[src/rtl/ale_pkg.sv]
`timescale 1ns / 1ps
// Shared constants and codes for the array list engine.
// No dependencies; used by array_list_engine and the testbench.
package ale_pkg;

  localparam int DEPTH = 16;
  localparam int IDX_W = $clog2(DEPTH);
  localparam int CNT_W = $clog2(DEPTH + 1);

  // Field widths of the stream items
  localparam int OP_W  = 3;
  localparam int POS_W = 5;
  localparam int VAL_W = 32;
  localparam int ST_W  = 3;
  localparam int FND_W = 4;
  localparam int REM_W = 5;
  localparam int ENT_W = 5;

  localparam int IN_TDATA_W  = 40;
  localparam int OUT_TDATA_W = 56;

  typedef enum logic [OP_W-1:0] {
    OP_APPEND = 3'd0,
    OP_INSERT = 3'd1,
    OP_POP    = 3'd2,
    OP_DELETE = 3'd3,
    OP_REMOVE = 3'd4,
    OP_FIND   = 3'd5,
    OP_READ   = 3'd6
  } opcode_t;

  typedef enum logic [ST_W-1:0] {
    ST_OK       = 3'd0,
    ST_FULL     = 3'd1,
    ST_EMPTY    = 3'd2,
    ST_RANGE    = 3'd3,
    ST_NOTFOUND = 3'd4
  } status_t;

endpackage

[src/rtl/ale_ram.sv]
`timescale 1ns / 1ps
// Generic single write port, single read port RAM with registered read data.
// No dependencies.
module ale_ram #(
  parameter int WIDTH = 32,
  parameter int DEPTH = 16
) (
  input  logic                     clk,
  input  logic                     we,
  input  logic [$clog2(DEPTH)-1:0] waddr,
  input  logic [WIDTH-1:0]         wdata,
  input  logic [$clog2(DEPTH)-1:0] raddr,
  output logic [WIDTH-1:0]         rdata
);

  logic [WIDTH-1:0] mem [DEPTH];

  always_ff @(posedge clk) begin
    if (we) begin
      mem[waddr] <= wdata;
    end
    rdata <= mem[raddr];
  end

endmodule

[src/rtl/array_list_engine.sv]
`timescale 1ns / 1ps
// Top level of the array list engine: command sequencer and entry count.
// Depends on ale_pkg and ale_ram.
//
// Usage:
//   Commands arrive on the in_ stream, one transfer per command; each command
//   yields exactly one result transfer on the out_ stream, in order.
//   The list words sit in a small RAM with one write and one registered read
//   port; a single sequencer walks it one entry per cycle for every command
//   that shifts, searches or reads.
//   Append, refused commands, unused opcodes and empty find or remove go
//   straight to the result state. Pop and read walk one entry, delete walks
//   from its position to the last entry, remove all and find walk every
//   entry, and each walk then drains; insert walks down over the entries it
//   moves, drains and then writes the new word (at once when none move).
//   The walk reads the RAM one entry a cycle. One command is in flight at a
//   time: in_tready is high only while the sequencer is idle.
//   A finished result is held in the output register; if the receiver stalls
//   (out_tready low) the sequencer holds in its final state until the
//   register frees, and no new command is taken meanwhile.
//   Reset clears the entry count and all handshake state; the RAM contents
//   are not cleared, since only positions below the count are ever read.
module array_list_engine (
  input  logic                             clk,
  input  logic                             rst_n,
  // Command stream
  input  logic                             in_tvalid,
  output logic                             in_tready,
  input  logic [ale_pkg::IN_TDATA_W-1:0]   in_tdata,  // opcode[2:0] position[7:3] value[39:8]
  // Result stream
  output logic                             out_tvalid,
  input  logic                             out_tready,
  output logic [ale_pkg::OUT_TDATA_W-1:0]  out_tdata  // status[2:0] data[34:3] found_at[38:35]
                                                      // removed[43:39] entry_count[48:44]
);

  typedef enum logic [2:0] {
    S_IDLE,
    S_WALK,
    S_DRAIN,
    S_INS,
    S_FIN
  } state_t;

  // Unpack the command
  logic [ale_pkg::OP_W-1:0]  in_op;
  logic [ale_pkg::POS_W-1:0] in_pos;
  logic [ale_pkg::VAL_W-1:0] in_val;

  assign in_op  = in_tdata[ale_pkg::OP_W-1:0];
  assign in_pos = in_tdata[ale_pkg::OP_W +: ale_pkg::POS_W];
  assign in_val = in_tdata[ale_pkg::OP_W + ale_pkg::POS_W +: ale_pkg::VAL_W];

  state_t                      state_r, state_nxt;
  logic [ale_pkg::OP_W-1:0]    op_r, op_nxt;
  logic [ale_pkg::IDX_W-1:0]   pos_r, pos_nxt;
  logic [ale_pkg::VAL_W-1:0]   val_r, val_nxt;
  logic [ale_pkg::CNT_W-1:0]   fill_r, fill_nxt;
  logic [ale_pkg::IDX_W-1:0]   ra_r, ra_nxt;     // walk read address
  logic [ale_pkg::IDX_W-1:0]   end_r, end_nxt;   // last address of the walk
  logic                        pv_r, pv_nxt;     // read data pending
  logic [ale_pkg::IDX_W-1:0]   pa_r, pa_nxt;     // address of the pending data
  logic [ale_pkg::CNT_W-1:0]   w_r, w_nxt;       // kept count for remove all
  logic                        hit_r, hit_nxt;
  logic [ale_pkg::IDX_W-1:0]   fidx_r, fidx_nxt;
  logic [ale_pkg::VAL_W-1:0]   data_r, data_nxt;
  logic [ale_pkg::ST_W-1:0]    st_r, st_nxt;
  logic [ale_pkg::CNT_W-1:0]   rem_r, rem_nxt;

  logic                        out_valid_r, out_valid_nxt;
  logic [ale_pkg::ST_W-1:0]    out_st_r, out_st_nxt;
  logic [ale_pkg::VAL_W-1:0]   out_data_r, out_data_nxt;
  logic [ale_pkg::FND_W-1:0]   out_fnd_r, out_fnd_nxt;
  logic [ale_pkg::REM_W-1:0]   out_rem_r, out_rem_nxt;
  logic [ale_pkg::ENT_W-1:0]   out_cnt_r, out_cnt_nxt;

  // RAM port signals
  logic                        ram_we;
  logic [ale_pkg::IDX_W-1:0]   ram_waddr;
  logic [ale_pkg::VAL_W-1:0]   ram_wdata;
  logic [ale_pkg::VAL_W-1:0]   ram_rdata;

  logic in_acc;
  logic is_full;
  logic list_empty;
  logic pos_gt_fill;
  logic pos_ge_fill;
  logic [ale_pkg::IDX_W-1:0] fill_m1;

  assign in_tready   = (state_r == S_IDLE);
  assign in_acc      = in_tvalid && in_tready;
  assign is_full     = (fill_r == ale_pkg::CNT_W'(ale_pkg::DEPTH));
  assign list_empty  = (fill_r == '0);
  assign pos_gt_fill = (32'(in_pos) > 32'(fill_r));
  assign pos_ge_fill = (32'(in_pos) >= 32'(fill_r));
  assign fill_m1     = ale_pkg::IDX_W'(fill_r - ale_pkg::CNT_W'(1));

  ale_ram #(
    .WIDTH (ale_pkg::VAL_W),
    .DEPTH (ale_pkg::DEPTH)
  ) u_ram (
    .clk   (clk),
    .we    (ram_we),
    .waddr (ram_waddr),
    .wdata (ram_wdata),
    .raddr (ra_r),
    .rdata (ram_rdata)
  );

  always_comb begin
    state_nxt     = state_r;
    op_nxt        = op_r;
    pos_nxt       = pos_r;
    val_nxt       = val_r;
    fill_nxt      = fill_r;
    ra_nxt        = ra_r;
    end_nxt       = end_r;
    pv_nxt        = 1'b0;
    pa_nxt        = pa_r;
    w_nxt         = w_r;
    hit_nxt       = hit_r;
    fidx_nxt      = fidx_r;
    data_nxt      = data_r;
    st_nxt        = st_r;
    rem_nxt       = rem_r;
    out_valid_nxt = out_valid_r && !out_tready;
    out_st_nxt    = out_st_r;
    out_data_nxt  = out_data_r;
    out_fnd_nxt   = out_fnd_r;
    out_rem_nxt   = out_rem_r;
    out_cnt_nxt   = out_cnt_r;
    ram_we        = 1'b0;
    ram_waddr     = '0;
    ram_wdata     = val_r;

    // Consume the word whose read was issued in the previous cycle
    if (pv_r) begin
      case (op_r)
        ale_pkg::OP_INSERT: begin
          ram_we    = 1'b1;
          ram_waddr = pa_r + ale_pkg::IDX_W'(1);
          ram_wdata = ram_rdata;
        end
        ale_pkg::OP_DELETE: begin
          if (pa_r == pos_r) begin
            data_nxt = ram_rdata;
          end else begin
            ram_we    = 1'b1;
            ram_waddr = pa_r - ale_pkg::IDX_W'(1);
            ram_wdata = ram_rdata;
          end
        end
        ale_pkg::OP_REMOVE: begin
          if (ram_rdata != val_r) begin
            ram_we    = 1'b1;
            ram_waddr = ale_pkg::IDX_W'(w_r);
            ram_wdata = ram_rdata;
            w_nxt     = w_r + ale_pkg::CNT_W'(1);
          end
        end
        ale_pkg::OP_FIND: begin
          if (ram_rdata == val_r && !hit_r) begin
            hit_nxt  = 1'b1;
            fidx_nxt = pa_r;
          end
        end
        default: begin
          data_nxt = ram_rdata;
        end
      endcase
    end

    case (state_r)
      S_IDLE: begin
        if (in_acc) begin
          op_nxt   = in_op;
          pos_nxt  = ale_pkg::IDX_W'(in_pos);
          val_nxt  = in_val;
          w_nxt    = '0;
          hit_nxt  = 1'b0;
          fidx_nxt = '0;
          data_nxt = '0;
          rem_nxt  = '0;
          st_nxt   = ale_pkg::ST_OK;
          ra_nxt   = '0;
          end_nxt  = fill_m1;
          state_nxt = S_FIN;
          case (in_op)
            ale_pkg::OP_APPEND: begin
              if (is_full) begin
                st_nxt = ale_pkg::ST_FULL;
              end else begin
                ram_we    = 1'b1;
                ram_waddr = ale_pkg::IDX_W'(fill_r);
                ram_wdata = in_val;
                fill_nxt  = fill_r + ale_pkg::CNT_W'(1);
              end
            end
            ale_pkg::OP_INSERT: begin
              if (is_full) begin
                st_nxt = ale_pkg::ST_FULL;
              end else if (pos_gt_fill) begin
                st_nxt = ale_pkg::ST_RANGE;
              end else if (pos_ge_fill) begin
                state_nxt = S_INS;
              end else begin
                // Walk down from the top, moving each word up one place
                ra_nxt    = fill_m1;
                end_nxt   = ale_pkg::IDX_W'(in_pos);
                state_nxt = S_WALK;
              end
            end
            ale_pkg::OP_POP: begin
              if (list_empty) begin
                st_nxt = ale_pkg::ST_EMPTY;
              end else begin
                ra_nxt    = fill_m1;
                fill_nxt  = fill_r - ale_pkg::CNT_W'(1);
                state_nxt = S_WALK;
              end
            end
            ale_pkg::OP_DELETE: begin
              if (list_empty) begin
                st_nxt = ale_pkg::ST_EMPTY;
              end else if (pos_ge_fill) begin
                st_nxt = ale_pkg::ST_RANGE;
              end else begin
                ra_nxt    = ale_pkg::IDX_W'(in_pos);
                fill_nxt  = fill_r - ale_pkg::CNT_W'(1);
                state_nxt = S_WALK;
              end
            end
            ale_pkg::OP_REMOVE, ale_pkg::OP_FIND: begin
              if (list_empty) begin
                st_nxt = ale_pkg::ST_NOTFOUND;
              end else begin
                state_nxt = S_WALK;
              end
            end
            ale_pkg::OP_READ: begin
              if (list_empty) begin
                st_nxt = ale_pkg::ST_EMPTY;
              end else if (pos_ge_fill) begin
                st_nxt = ale_pkg::ST_RANGE;
              end else begin
                ra_nxt    = ale_pkg::IDX_W'(in_pos);
                end_nxt   = ale_pkg::IDX_W'(in_pos);
                state_nxt = S_WALK;
              end
            end
            default: begin
              st_nxt = ale_pkg::ST_OK;
            end
          endcase
        end
      end

      S_WALK: begin
        // Issue one read a cycle; the word is consumed next cycle
        pv_nxt = 1'b1;
        pa_nxt = ra_r;
        if (ra_r == end_r) begin
          state_nxt = S_DRAIN;
        end else if (op_r == ale_pkg::OP_INSERT) begin
          ra_nxt = ra_r - ale_pkg::IDX_W'(1);
        end else begin
          ra_nxt = ra_r + ale_pkg::IDX_W'(1);
        end
      end

      S_DRAIN: begin
        state_nxt = S_FIN;
        case (op_r)
          ale_pkg::OP_INSERT: begin
            state_nxt = S_INS;
          end
          ale_pkg::OP_REMOVE: begin
            rem_nxt  = fill_r - w_nxt;
            fill_nxt = w_nxt;
            st_nxt   = (fill_r == w_nxt) ? ale_pkg::ST_NOTFOUND : ale_pkg::ST_OK;
          end
          ale_pkg::OP_FIND: begin
            st_nxt = hit_nxt ? ale_pkg::ST_OK : ale_pkg::ST_NOTFOUND;
          end
          default: begin
            st_nxt = ale_pkg::ST_OK;
          end
        endcase
      end

      S_INS: begin
        ram_we    = 1'b1;
        ram_waddr = pos_r;
        ram_wdata = val_r;
        fill_nxt  = fill_r + ale_pkg::CNT_W'(1);
        state_nxt = S_FIN;
      end

      S_FIN: begin
        // Hold here while the previous result is still waiting
        if (!out_valid_r || out_tready) begin
          out_valid_nxt = 1'b1;
          out_st_nxt    = st_r;
          out_data_nxt  = data_r;
          out_fnd_nxt   = ale_pkg::FND_W'(fidx_r);
          out_rem_nxt   = ale_pkg::REM_W'(rem_r);
          out_cnt_nxt   = ale_pkg::ENT_W'(fill_r);
          state_nxt     = S_IDLE;
        end
      end

      default: begin
        state_nxt = S_IDLE;
      end
    endcase
  end

  always_ff @(posedge clk) begin
    if (!rst_n) begin
      state_r     <= S_IDLE;
      fill_r      <= '0;
      pv_r        <= 1'b0;
      out_valid_r <= 1'b0;
    end else begin
      state_r     <= state_nxt;
      fill_r      <= fill_nxt;
      pv_r        <= pv_nxt;
      out_valid_r <= out_valid_nxt;
    end
    op_r       <= op_nxt;
    pos_r      <= pos_nxt;
    val_r      <= val_nxt;
    ra_r       <= ra_nxt;
    end_r      <= end_nxt;
    pa_r       <= pa_nxt;
    w_r        <= w_nxt;
    hit_r      <= hit_nxt;
    fidx_r     <= fidx_nxt;
    data_r     <= data_nxt;
    st_r       <= st_nxt;
    rem_r      <= rem_nxt;
    out_st_r   <= out_st_nxt;
    out_data_r <= out_data_nxt;
    out_fnd_r  <= out_fnd_nxt;
    out_rem_r  <= out_rem_nxt;
    out_cnt_r  <= out_cnt_nxt;
  end

  assign out_tvalid = out_valid_r;
  assign out_tdata  = {
    (ale_pkg::OUT_TDATA_W - ale_pkg::ST_W - ale_pkg::VAL_W - ale_pkg::FND_W
     - ale_pkg::REM_W - ale_pkg::ENT_W)'(0),
    out_cnt_r, out_rem_r, out_fnd_r, out_data_r, out_st_r
  };

  // The entry count never passes the capacity
  assert property (@(posedge clk) disable iff (!rst_n)
    fill_r <= ale_pkg::CNT_W'(ale_pkg::DEPTH))
    else $error("entry count above capacity");

  // A taken command closes the input until its result is issued
  assert property (@(posedge clk) disable iff (!rst_n)
    in_acc |=> !in_tready)
    else $error("input open while a command is in progress");

  // Read data is pending only while walking or draining the walk
  assert property (@(posedge clk) disable iff (!rst_n)
    pv_r |-> (state_r == S_WALK || state_r == S_DRAIN))
    else $error("pending read data outside a walk");

  // From idle the RAM is written only by an accepted append
  assert property (@(posedge clk) disable iff (!rst_n)
    (ram_we && state_r == S_IDLE) |-> (in_acc && in_op == ale_pkg::OP_APPEND))
    else $error("stray RAM write while idle");

  // A result is loaded only into a free output register
  assert property (@(posedge clk) disable iff (!rst_n)
    (state_r == S_FIN && out_valid_r && !out_tready) |=> $stable(out_tdata))
    else $error("result overwritten while stalled");

endmodule

[config.mk]
export PLATFORM = sky130hd
export DESIGN_NAME = array_list_engine
export DESIGN_NICKNAME = d
export VERILOG_FILES = /design/src/rtl/ale_pkg.sv /design/src/rtl/ale_ram.sv /design/src/rtl/array_list_engine.sv
export SDC_FILE = /design/constraint.sdc
export NUM_CORES = 1
export LEC_CHECK = 0
export BUFFER_PORTS_ARGS = -buffer_cell sky130_fd_sc_hd__clkbuf_2
export CAP_MARGIN = 40
export CORE_MARGIN = 2
export CORE_UTILIZATION = 39
export CTS_CLUSTER_DIAMETER = 80
export DETAILED_ROUTE_END_ITERATION = 16
export GPL_ROUTABILITY_DRIVEN = 0
export SLEW_MARGIN = 5
export SYNTH_ARGS = -nofsm -noshare
export SYNTH_HDL_FRONTEND = slang
export SYNTH_SLANG_ARGS = --single-unit
export TNS_END_PERCENT = 1
[constraint.sdc]
create_clock -name clk -period 18.75 [get_ports clk]
set_input_delay 2.8125 -clock clk [delete_from_list [all_inputs] [get_ports clk]]
set_output_delay 2.8125 -clock clk [all_outputs]
set_load 0.01 [all_outputs]
==> flow_metrics.tcl, run 1 <==
set metrics [dict create \
    status "finished clean" \
    route.detailed.drc 0 \
    ys_ff_latch 704 \
    vias_per_cell 5.48 \
    syn_to_final_growth_pct 15.6 \
    layout-drive-gt1-share_pct 26.2 \
    ys_seq_area_share_pct 73.3 \
    dpl.cell_count 2506 \
    worst_ep_required_time_ps 19000 \
    drt-initial-drc-count 1827 \
    ys_async_sr_fraction_pct 0 \
    clock_sinks 704 \
    p_per_area_nw_per_um2 111 \
    initial_core_util_pct 39.5 \
    worst_hold_slack_ps 420 \
    final_util_pct 45.6 \
    grt_pass1_vias 14700 \
    grt-ovfl-total 0 \
    netlist_top_cells_area "edfxtp_1, mux4_2, dfxtp_1" \
    cts_buffers 75 \
    yosysMostFrequentCell "edfxtp_1" \
    synthDistinctLibCells 74 \
    nFillCells 6002 \
    grt.total_usage_pct 18.1 \
    yosysTopAreaCell "edfxtp_1" \
    cts_tree "built" \
    peakVddDrop_mv 0.0817 \
    path_class "primary input to flip-flop" \
    cts_max_level 3 \
    first_pass_iters 6 \
    diodes 0 \
    max_freq_ghz 0.160 \
    die_area_um2 73100 \
    period_share_pct 33.4 \
    antenna_found_initial 1 \
    wl_mm 65.6 \
    yosysWarnings 0 \
    maxSlewViolCount 0 \
    hold_start "rem_r[2]" \
    die_x_um 270 \
    vias 14500 \
    holdBufCountCts 0 \
    core_region_area_um2 70100 \
    num_rows 97 \
    cp_slowest_cell "and3_2" \
    worst_pin_slew_ps 920 \
    yosys-top-cells-count "edfxtp_1, mux4_2, nand2_1" \
    syn_area_um2 27700 \
    leakage_nw 10.4 \
    cp_max_fo 19 \
    synth_edf_count 620 \
    crit_path_end_kind "flip-flop" \
    arrival_ps 6500 \
    worstSkewPairLatency_ps 620 \
    clock_skew_ps 42.9 \
    timing.setup.tns_ps 0 \
    postCtsSetupRepairBufs 0 \
    finalSetupViolCount 0 \
    final_cells 2645 \
    ios 102 \
    ant_nets 0 \
    finalHoldViolCount 0 \
    die_h_um 270 \
    root_buffer "clkbuf_16" \
    post_cts_resized 0 \
    post_drt_wl_per_cell_um 24.8 \
    netlist.area_leader.share_pct 67.3 \
    max_cap_viol_count 0 \
    min_path_type "flip-flop to flip-flop" \
    cts_buffer_depth 3 \
    relSlewSlack_pct 38.6 \
    io_buffers 94 \
    critical_path.max_stage_delay_ps 700 \
    grt_pass1_wl_mm 97.4 \
    crit_path_start "in_tdata[2]" \
    rsz0062_at_grt "false" \
    clkTransAtPathRegs_ps 50 \
    hpwlAfterDp_mm 38.8 \
    avgSynthCellArea_um2 18.3 \
    r2r_start "val_r[15]" \
    start_kind "primary input" \
    nets 1706 \
    min_period_ps 6260 \
    ys.flop_type "edfxtp_1" \
    cp_cell_sequence "clkbuf_2, nor3_1, and3_2, or3_4, a21oi_1, a31oi_1, nand3_1, nor2_4, buf_4" \
    netlist_instances 1513 \
    grt_max_degree 90 \
]
==> cell usage in the layout, fill, tap and decap left out, types with 9 or more instances in the layout <==
cell type,instances
ha_1,17
nand4_1,13
nor2_1,37
clkinv_1,9
buf_4,27
nand3_1,11
mux2i_1,10
nand2_1,158
clkbuf_2,94
a22oi_1,40
clkbuf_16,75
edfxtp_1,620
mux4_2,160
nor2_4,16
xnor2_1,46
inv_1,24
o21ai_0,18
nor3_1,9
clkinv_2,21
dfxtp_1,84
clkbuf_1,12
a21oi_1,54
==> final timing paths <==
| check | endpoint | slack, ps | depth (start not counted) |
|---|---|---|---|
| worst max-delay path | u_ram.mem[1][31] | 12490 | 9 |
| worst max register to register | u_ram.mem[4][18] | 14040 | 13 |
| worst min-delay path | out_rem_r[2] | 420 | 0 |
| worst min register to register | out_rem_r[2] | 420 | 0 |
==> metrics by stage <==
stage | setup slack, ps | total power, mW | cell area, um^2
after floorplan | 10650 | 1.99 | 27700
after global placement | 11590 | 2.09 | 29400
after detailed placement | 11860 | 2.10 | 29500
after CTS | 12550 | 3.58 | 32000
after global routing | 12350 | 3.67 | 32000
final | 12490 | 3.55 | 32000
==> layout make-up <==
cell class	count	area [um^2]	share of cell area, %
Inverter	25	95.1	0.297
Clock inverter	48	529	1.65
Timing Repair Buffer	128	836	2.61
Tap cell	940	1180	3.67
Sequential cell	704	20300	63.4
Multi-Input combinational cell	709	7090	22.2
Clock buffer	91	1980	6.18
==> registers in the layout, indices dropped and copies added (netlist names), 5 cells and up <==
register	count
data_r	32
val_r	32
out_data_r	32
out_rem_r	5
fill_r	5
w_r	5
out_cnt_r	5
u_ram.rdata	32
rem_r	5
u_ram.mem	512
==> report_power, final <==
part / total [mW] / internal [mW] / switching [mW]
clock network: 1.49 / 0.873 / 0.615
registers: 1.79 / 1.76 / 0.0334
logic: 0.268 / 0.109 / 0.159
total: 3.55 / 2.74 / 0.807
==> critical path: cells and delay by family <==
family	cells	cell delay [ps]
buffers and inverters	2	630
AOI/OAI and AO/OA	2	430
and+or+nand+nor	5	2610
==> cells by family after synthesis <==
group           Yosys count  share of synthesized area [%]
flops                   704                           73.3
mux                     171                           13.4
fa+ha+maj                19                          0.913
xor+xnor                 55                           1.79
other cells               1                         0.0135
buf+inv                 106                           1.65
compound gates          170                           4.09
simple gates            287                           4.79
==> per-layer routing <==
layer | vias to the layer above | GRT usage (%) | share of wire (%)
li1 | 6282 | - | -
met1 | 7560 | 25.9 | 44
met2 | 558 | 28.1 | 47
met3 | 107 | 3.63 | 6.8
met4 | 0 | 5.35 | 2.6
met5 | - | 0 | 0
Power figures use the tool's default switching activity.
==> run 2: changes to the inputs <==
==> constraint.sdc (replaced) <==
create_clock -name clk -period 5.7 [get_ports clk]
set_input_delay 0.855 -clock clk [delete_from_list [all_inputs] [get_ports clk]]
set_output_delay 0.855 -clock clk [all_outputs]
set_load 0.01 [all_outputs]
==> flow_metrics.tcl, run 2 (synthesized netlist as in run 1, its figures left out) <==
set metrics [dict create \
    status "finished clean" \
    route.detailed.drc 0 \
    cp_max_fo 16 \
    p_per_area_nw_per_um2 366 \
    clkTransAtPathRegs_ps 60 \
    multi_input_area_um2 7100 \
    path_delay_family "simple AND/OR/NAND/NOR gates" \
    worst_hold_slack_ps 408 \
    postCtsSetupRepairBufs 0 \
    die_h_um 270 \
    die_area_um2 73100 \
    largest_reg_flops 512 \
    post_drt_wl_per_cell_um 26.8 \
    period_share_pct 74.9 \
    whs_endpoint "val_r[17]" \
    cts_max_level 3 \
    r2r_start "val_r[17]" \
    rsz0062_at_grt "false" \
    r2r-end "u_ram.mem[14][15]" \
    ant_nets 0 \
    cts_buffers 75 \
    root_buffer "clkbuf_16" \
    ff2ff_setup_slack_ps 1430 \
    post_cts_resized 0 \
    layout-drive-gt1-share_pct 26.5 \
    relSlewSlack_pct 35.2 \
    cts_tree "built" \
    regMostFlops "u_ram.mem" \
    finalHoldViolCount 0 \
    worst_ep_required_time_ps 6040 \
    final_util_pct 45.9 \
    antenna_found_initial 7 \
    path_class "flip-flop to flip-flop" \
    finalSetupViolCount 0 \
    syn_to_final_growth_pct 16.4 \
    grt.total_usage_pct 19.5 \
    nets 1712 \
    final_common_cell "edfxtp_1" \
    critical_path.max_stage_delay_ps 640 \
    cts_buffer_depth 3 \
    vias 14800 \
    die_x_um 270 \
    nFillCells 6005 \
    regArea_um2 20300 \
    peakVddDrop_mv 0.198 \
    min_period_ps 4270 \
    reg2regPathDepth 12 \
    final_cell_mix "edfxtp_1, mux4_2, nand2_1" \
    worst_pin_slew_ps 973 \
    maxSlewViolCount 0 \
    initial_core_util_pct 39.5 \
    num_rows 97 \
    drt-initial-drc-count 1670 \
    whs_path_depth 1 \
    clock_skew_ps 42.4 \
    grt_max_degree 133 \
    arrival_ps 4610 \
    leakage_nw 10.5 \
    crit_path_end_kind "flip-flop" \
    min_path_type "primary input to flip-flop" \
    cp_slowest_cell "nor2_4" \
    timing.setup.tns_ps 0 \
    hpwlAfterDp_mm 45.9 \
    hold_start "in_tdata[25]" \
    grt_pass1_vias 14500 \
    core_region_area_um2 70100 \
    max_cap_viol_count 0 \
    start_kind "flip-flop" \
    io_buffers 94 \
    wl_mm 71.0 \
    grt_pass1_wl_mm 103 \
    grt-ovfl-total 0 \
    cp_cell_sequence "xnor2_1, nand4_1, nor4_4, and2_1, inv_1, ha_1, nand2_1, a21oi_1, or2_2, nand2b_1, nor2_4, buf_4" \
    max_freq_ghz 0.234 \
    diodes 0 \
    cp_num_buf_inv 2 \
    first_pass_iters 5 \
    worstSkewPairLatency_ps 640 \
    ios 102 \
    holdBufCountCts 0 \
    vias_per_cell 5.59 \
    clock_sinks 704 \
]
==> run 2: changes by cell type in the layout (fill, tap and decap cells not counted), moves of 2 or more <==
cell	before	now
clkbuf_1	12	14
buf_16	5	2
bufinv_16	8	5
clkbuf_16	75	77
buf_12	1	14
clkbuf_8	4	13
clkinv_1	9	6
clkinv_4	1	3
inv_6	4	2
clkinv_2	21	12
buf_4	27	24
==> run 2: final cells by class <==
type	instances	area share [%]
inverters	25	0.295
clock inverters	35	1.24
well taps	940	3.65
clock buffers	104	6.70
repair buffers	134	3.06
multi-input cells	709	22.0
flip-flops and latches	704	63.0
==> run 2: metal layers <==
| layer | vias to the layer above | GRT usage, % | share of wire (%) |
|---|---|---|---|
| li1 | 6297 | - | - |
| met2 | 683 | 29.0 | 45 |
| met3 | 88 | 5.06 | 9.4 |
| met5 | - | 0 | 0.065 |
| met1 | 7740 | 28.3 | 43 |
| met4 | 8 | 5.51 | 2.0 |
==> run 2: through the flow <==
step / area (um^2) / worst slack [ps] / std cells / power (mW)
floorplan: 27700 / 1470 / 1519 / 6.54
CTS: 32200 / 1430 / 2651 / 11.9
detailed placement: 29700 / 1350 / 2512 / 6.95
global route: 32200 / 1080 / 2651 / 12.2
global placement: 29600 / 1370 / 2508 / 6.93
finish: 32200 / 1430 / 2651 / 11.8
==> run 2: how the worst max path moves through the flow <==
| stage | startpoint | end | cells past startpoint |
|---|---|---|---|
| after floorplan | in_tdata[2] | u_ram.mem[10][0] | 9 |
| after global placement | val_r[23] | u_ram.mem[14][14] | 12 |
| after detailed placement | in_tvalid | u_ram.mem[0][2] | 11 |
| after CTS | state_r[1] | u_ram.mem[0][0] | 11 |
| after global routing | state_r[1] | u_ram.mem[0][0] | 11 |
| final | val_r[17] | u_ram.mem[14][15] | 12 |
==> run 2: report_power, final <==
part	internal (mW)	switching, mW
logic	0.366	0.603
registers	5.79	0.0937
clock network	2.91	2.04
total	9.06	2.74
==> run 3: changes to the inputs <==
--- a/config.mk
+++ b/config.mk
@@ -5,6 +5,7 @@
 export SDC_FILE = /design/constraint.sdc
 export NUM_CORES = 1
 export LEC_CHECK = 0
+export ABC_AREA = 1
 export BUFFER_PORTS_ARGS = -buffer_cell sky130_fd_sc_hd__clkbuf_2
 export CAP_MARGIN = 40
 export CORE_MARGIN = 2
==> constraint.sdc (replaced) <==
create_clock -name clk -period 3.45 [get_ports clk]
set_input_delay 0.5175 -clock clk [delete_from_list [all_inputs] [get_ports clk]]
set_output_delay 0.5175 -clock clk [all_outputs]
set_load 0.01 [all_outputs]
==> flow_metrics.tcl, run 3 <==
set metrics [dict create \
    worst_pin_slew_ps 836 \
    netlist.area_leader.share_pct 64.7 \
    regMostFlops "u_ram.mem" \
    clock_sinks 704 \
    multi_input_area_um2 7630 \
    holdBufCountCts 0 \
    die_h_um 276 \
    cts_max_level 3 \
    cts_tree "built" \
    yosysMostFrequentCell "edfxtp_1" \
    ys_async_sr_fraction_pct 0 \
    rsz0062_at_grt "false" \
    max_freq_ghz 0.308 \
    root_buffer "clkbuf_16" \
    clock_skew_ps 20.4 \
    vias 19500 \
    core_region_area_um2 73000 \
    power_frac_comb_pct 31.8 \
    route.detailed.drc 0 \
    synth_edf_count 620 \
    hold_start "in_tdata[36]" \
    die_area_um2 76000 \
    nets 2598 \
    p_sw_share_pct 36.3 \
    syn_area_um2 28800 \
    avgSynthCellArea_um2 11.9 \
    period_share_pct 94.0 \
    max_cap_viol_count 0 \
    regArea_um2 20300 \
    netlist_top_cells_area "edfxtp_1, dfxtp_1, nand2_1" \
    finalSetupViolCount 0 \
    yosysTopAreaCell "edfxtp_1" \
    worst_hold_slack_ps 97.4 \
    path_delay_family "simple AND/OR/NAND/NOR gates" \
    layout-drive-gt1-share_pct 14.0 \
    cts_buffers 73 \
    crit_top_cell "nand2_1" \
    hpwlAfterDp_mm 45.7 \
    worst_ep_required_time_ps 3760 \
    num_rows 99 \
    worstSkewPairLatency_ps 620 \
    p_int_mw 17.7 \
    cp_max_fo 16 \
    first_pass_iters 7 \
    final_cell_mix "edfxtp_1, nand2_1, nor2_1" \
    yosys-top-cells-count "edfxtp_1, nand2_1, nor2_1" \
    post_drt_wl_per_cell_um 21.2 \
    cts_buffer_depth 3 \
    peakVddDrop_mv 0.765 \
    grt_max_degree 150 \
    pwr-share-seq_pct 41.2 \
    die_x_um 276 \
    finalHoldViolCount 0 \
    ant_nets 0 \
    syn_to_final_growth_pct 15.7 \
    arrival_ps 3560 \
    min_period_ps 3240 \
    status "finished clean" \
    start_kind "flip-flop" \
    grt.total_usage_pct 19.6 \
    maxSlewViolCount 0 \
    grt_pass1_wl_mm 113 \
    io_buffers 94 \
    nFillCells 6523 \
    min_path_type "primary input to flip-flop" \
    wl_mm 75.5 \
    yosysWarnings 0 \
    netlist_instances 2413 \
    relSlewSlack_pct 44.2 \
    switchingPower_mw 10.1 \
    vias_per_cell 5.48 \
    ios 102 \
    largest_reg_flops 512 \
    critical_path.max_stage_delay_ps 680 \
    power.share.clock_pct 27.0 \
    path_class "flip-flop to flip-flop" \
    ys_ff_latch 704 \
    ys.flop_type "edfxtp_1" \
    cp_num_buf_inv 3 \
    timing.setup.tns_ps 0 \
    drt-initial-drc-count 2235 \
    antenna_found_initial 6 \
    final_common_cell "edfxtp_1" \
    leakage_nw 11.6 \
    ys_seq_area_share_pct 70.5 \
    clkTransAtPathRegs_ps 60 \
    cp_slowest_cell "nor2_4" \
    grt-ovfl-total 0 \
    crit_path_end_kind "flip-flop" \
    initial_core_util_pct 39.5 \
    crit_path_start "val_r[26]" \
    grt_pass1_vias 18600 \
    cp_cell_sequence "xnor2_1, nand2_1, nor2_1, nand2_1, nor2_2, buf_4, nand2_4, ha_1, nand2_1, o21ai_1, a21oi_2, inv_2, nand3_2, nor2_4, buf_4" \
    r2r_start "val_r[26]" \
    synthDistinctLibCells 47 \
    p_per_area_nw_per_um2 834 \
]
## run 3: changes by cell type after synthesis, moves of 25 or more
cell	change
nor2_1	+265
o21ai_0	+257
mux4_2	-160
o211ai_1	+25
o221ai_1	+104
nand3_1	+114
nand2_1	+212
inv_1	+51
clkbuf_1	+56
a22oi_1	-39
## run 3: layout make-up
class,count,share of cell area [%]
well taps,959,3.60
clock buffers,92,5.83
repair buffers,185,4.50
clock inverters,40,0.985
multi-input cells,1469,22.9
inverters,102,1.17
flip-flops and latches,704,61.0
diodes,3,0.0226
## run 3: cells by family (layout without fill, tap and decap cells)
logic type | after synthesis | in the layout | synth area share [%]
buffers and inverters | 246 | 419 | 3.50
other | 1 | 10 | 0.0130
adders and majority gates | 19 | 19 | 0.878
AOI/OAI and AO/OA | 541 | 541 | 11.3
muxes | 1 | 1 | 0.0348
DFF | 704 | 704 | 70.5
xor gates and xnor gates | 39 | 39 | 1.19
and+or+nand+nor | 862 | 862 | 12.5
## run 3: final timing paths
| kind | endpoint | slack [ps] | cells past startpoint |
|---|---|---|---|
| setup / recovery | u_ram.mem[11][0] | 210 | 15 |
| hold / removal | val_r[28] | 100 | 1 |
| setup reg to reg | u_ram.mem[11][0] | 210 | 15 |
| hold reg to reg | out_rem_r[2] | 420 | 0 |
## run 3: power by group through the flow
| stage | Combinational [mW] | Sequential [mW] | Clock [mW] |
|---|---|---|---|
| 3_3_place_gp | 8.57 | 11.6 | 0 |
| 2_1_floorplan | 5.38 | 11.6 | 0 |
| 5_1_grt | 9.69 | 11.5 | 7.98 |
| 4_1_cts | 8.78 | 11.4 | 7.67 |
| 3_5_place_dp | 8.73 | 11.6 | 0 |
| 6_report | 8.83 | 11.4 | 7.50 |
## run 3: metrics by stage
step / cells / total power, mW / util, % / setup slack (ps) / instance area, um^2
6_report: 3554 / 27.8 / 45.6 / 207 / 33300
5_1_grt: 3552 / 29.2 / 45.6 / 11.2 / 33300
4_1_cts: 3549 / 27.9 / 45.6 / 169 / 33300
3_5_place_dp: 3417 / 20.4 / 42.5 / 188 / 31000
3_3_place_gp: 3412 / 20.2 / 42.3 / 148 / 30900
2_1_floorplan: 2419 / 17.0 / - / -30.3 / 28800
## run 3: metal layers
layer / GRT usage, % / vias up / part of all wire (%)
met5: 0 / - / 0
met4: 5.62 / 0 / 1.7
met3: 3.01 / 85 / 7.6
met2: 31.7 / 774 / 47
met1: 27.6 / 9643 / 44
li1: - / 8976 / -
## run 3: worst reg2reg max path: stages, from the launching register on
cell and delay (ps):
edfxtp_1 430, xnor2_1 150, nand2_1 80, nor2_1 50
nand2_1 110, nor2_2 40, buf_4 150, nand2_4 130
ha_1 180, nand2_1 50, o21ai_1 110, a21oi_2 120
inv_2 90, nand3_2 200, nor2_4 680, buf_4 350
## run 3: repair_timing
item                       4_1_cts  5_1_grt
setup endpoints to repair        0       11
gates resized for setup          0        1
setup buffers                    0        2
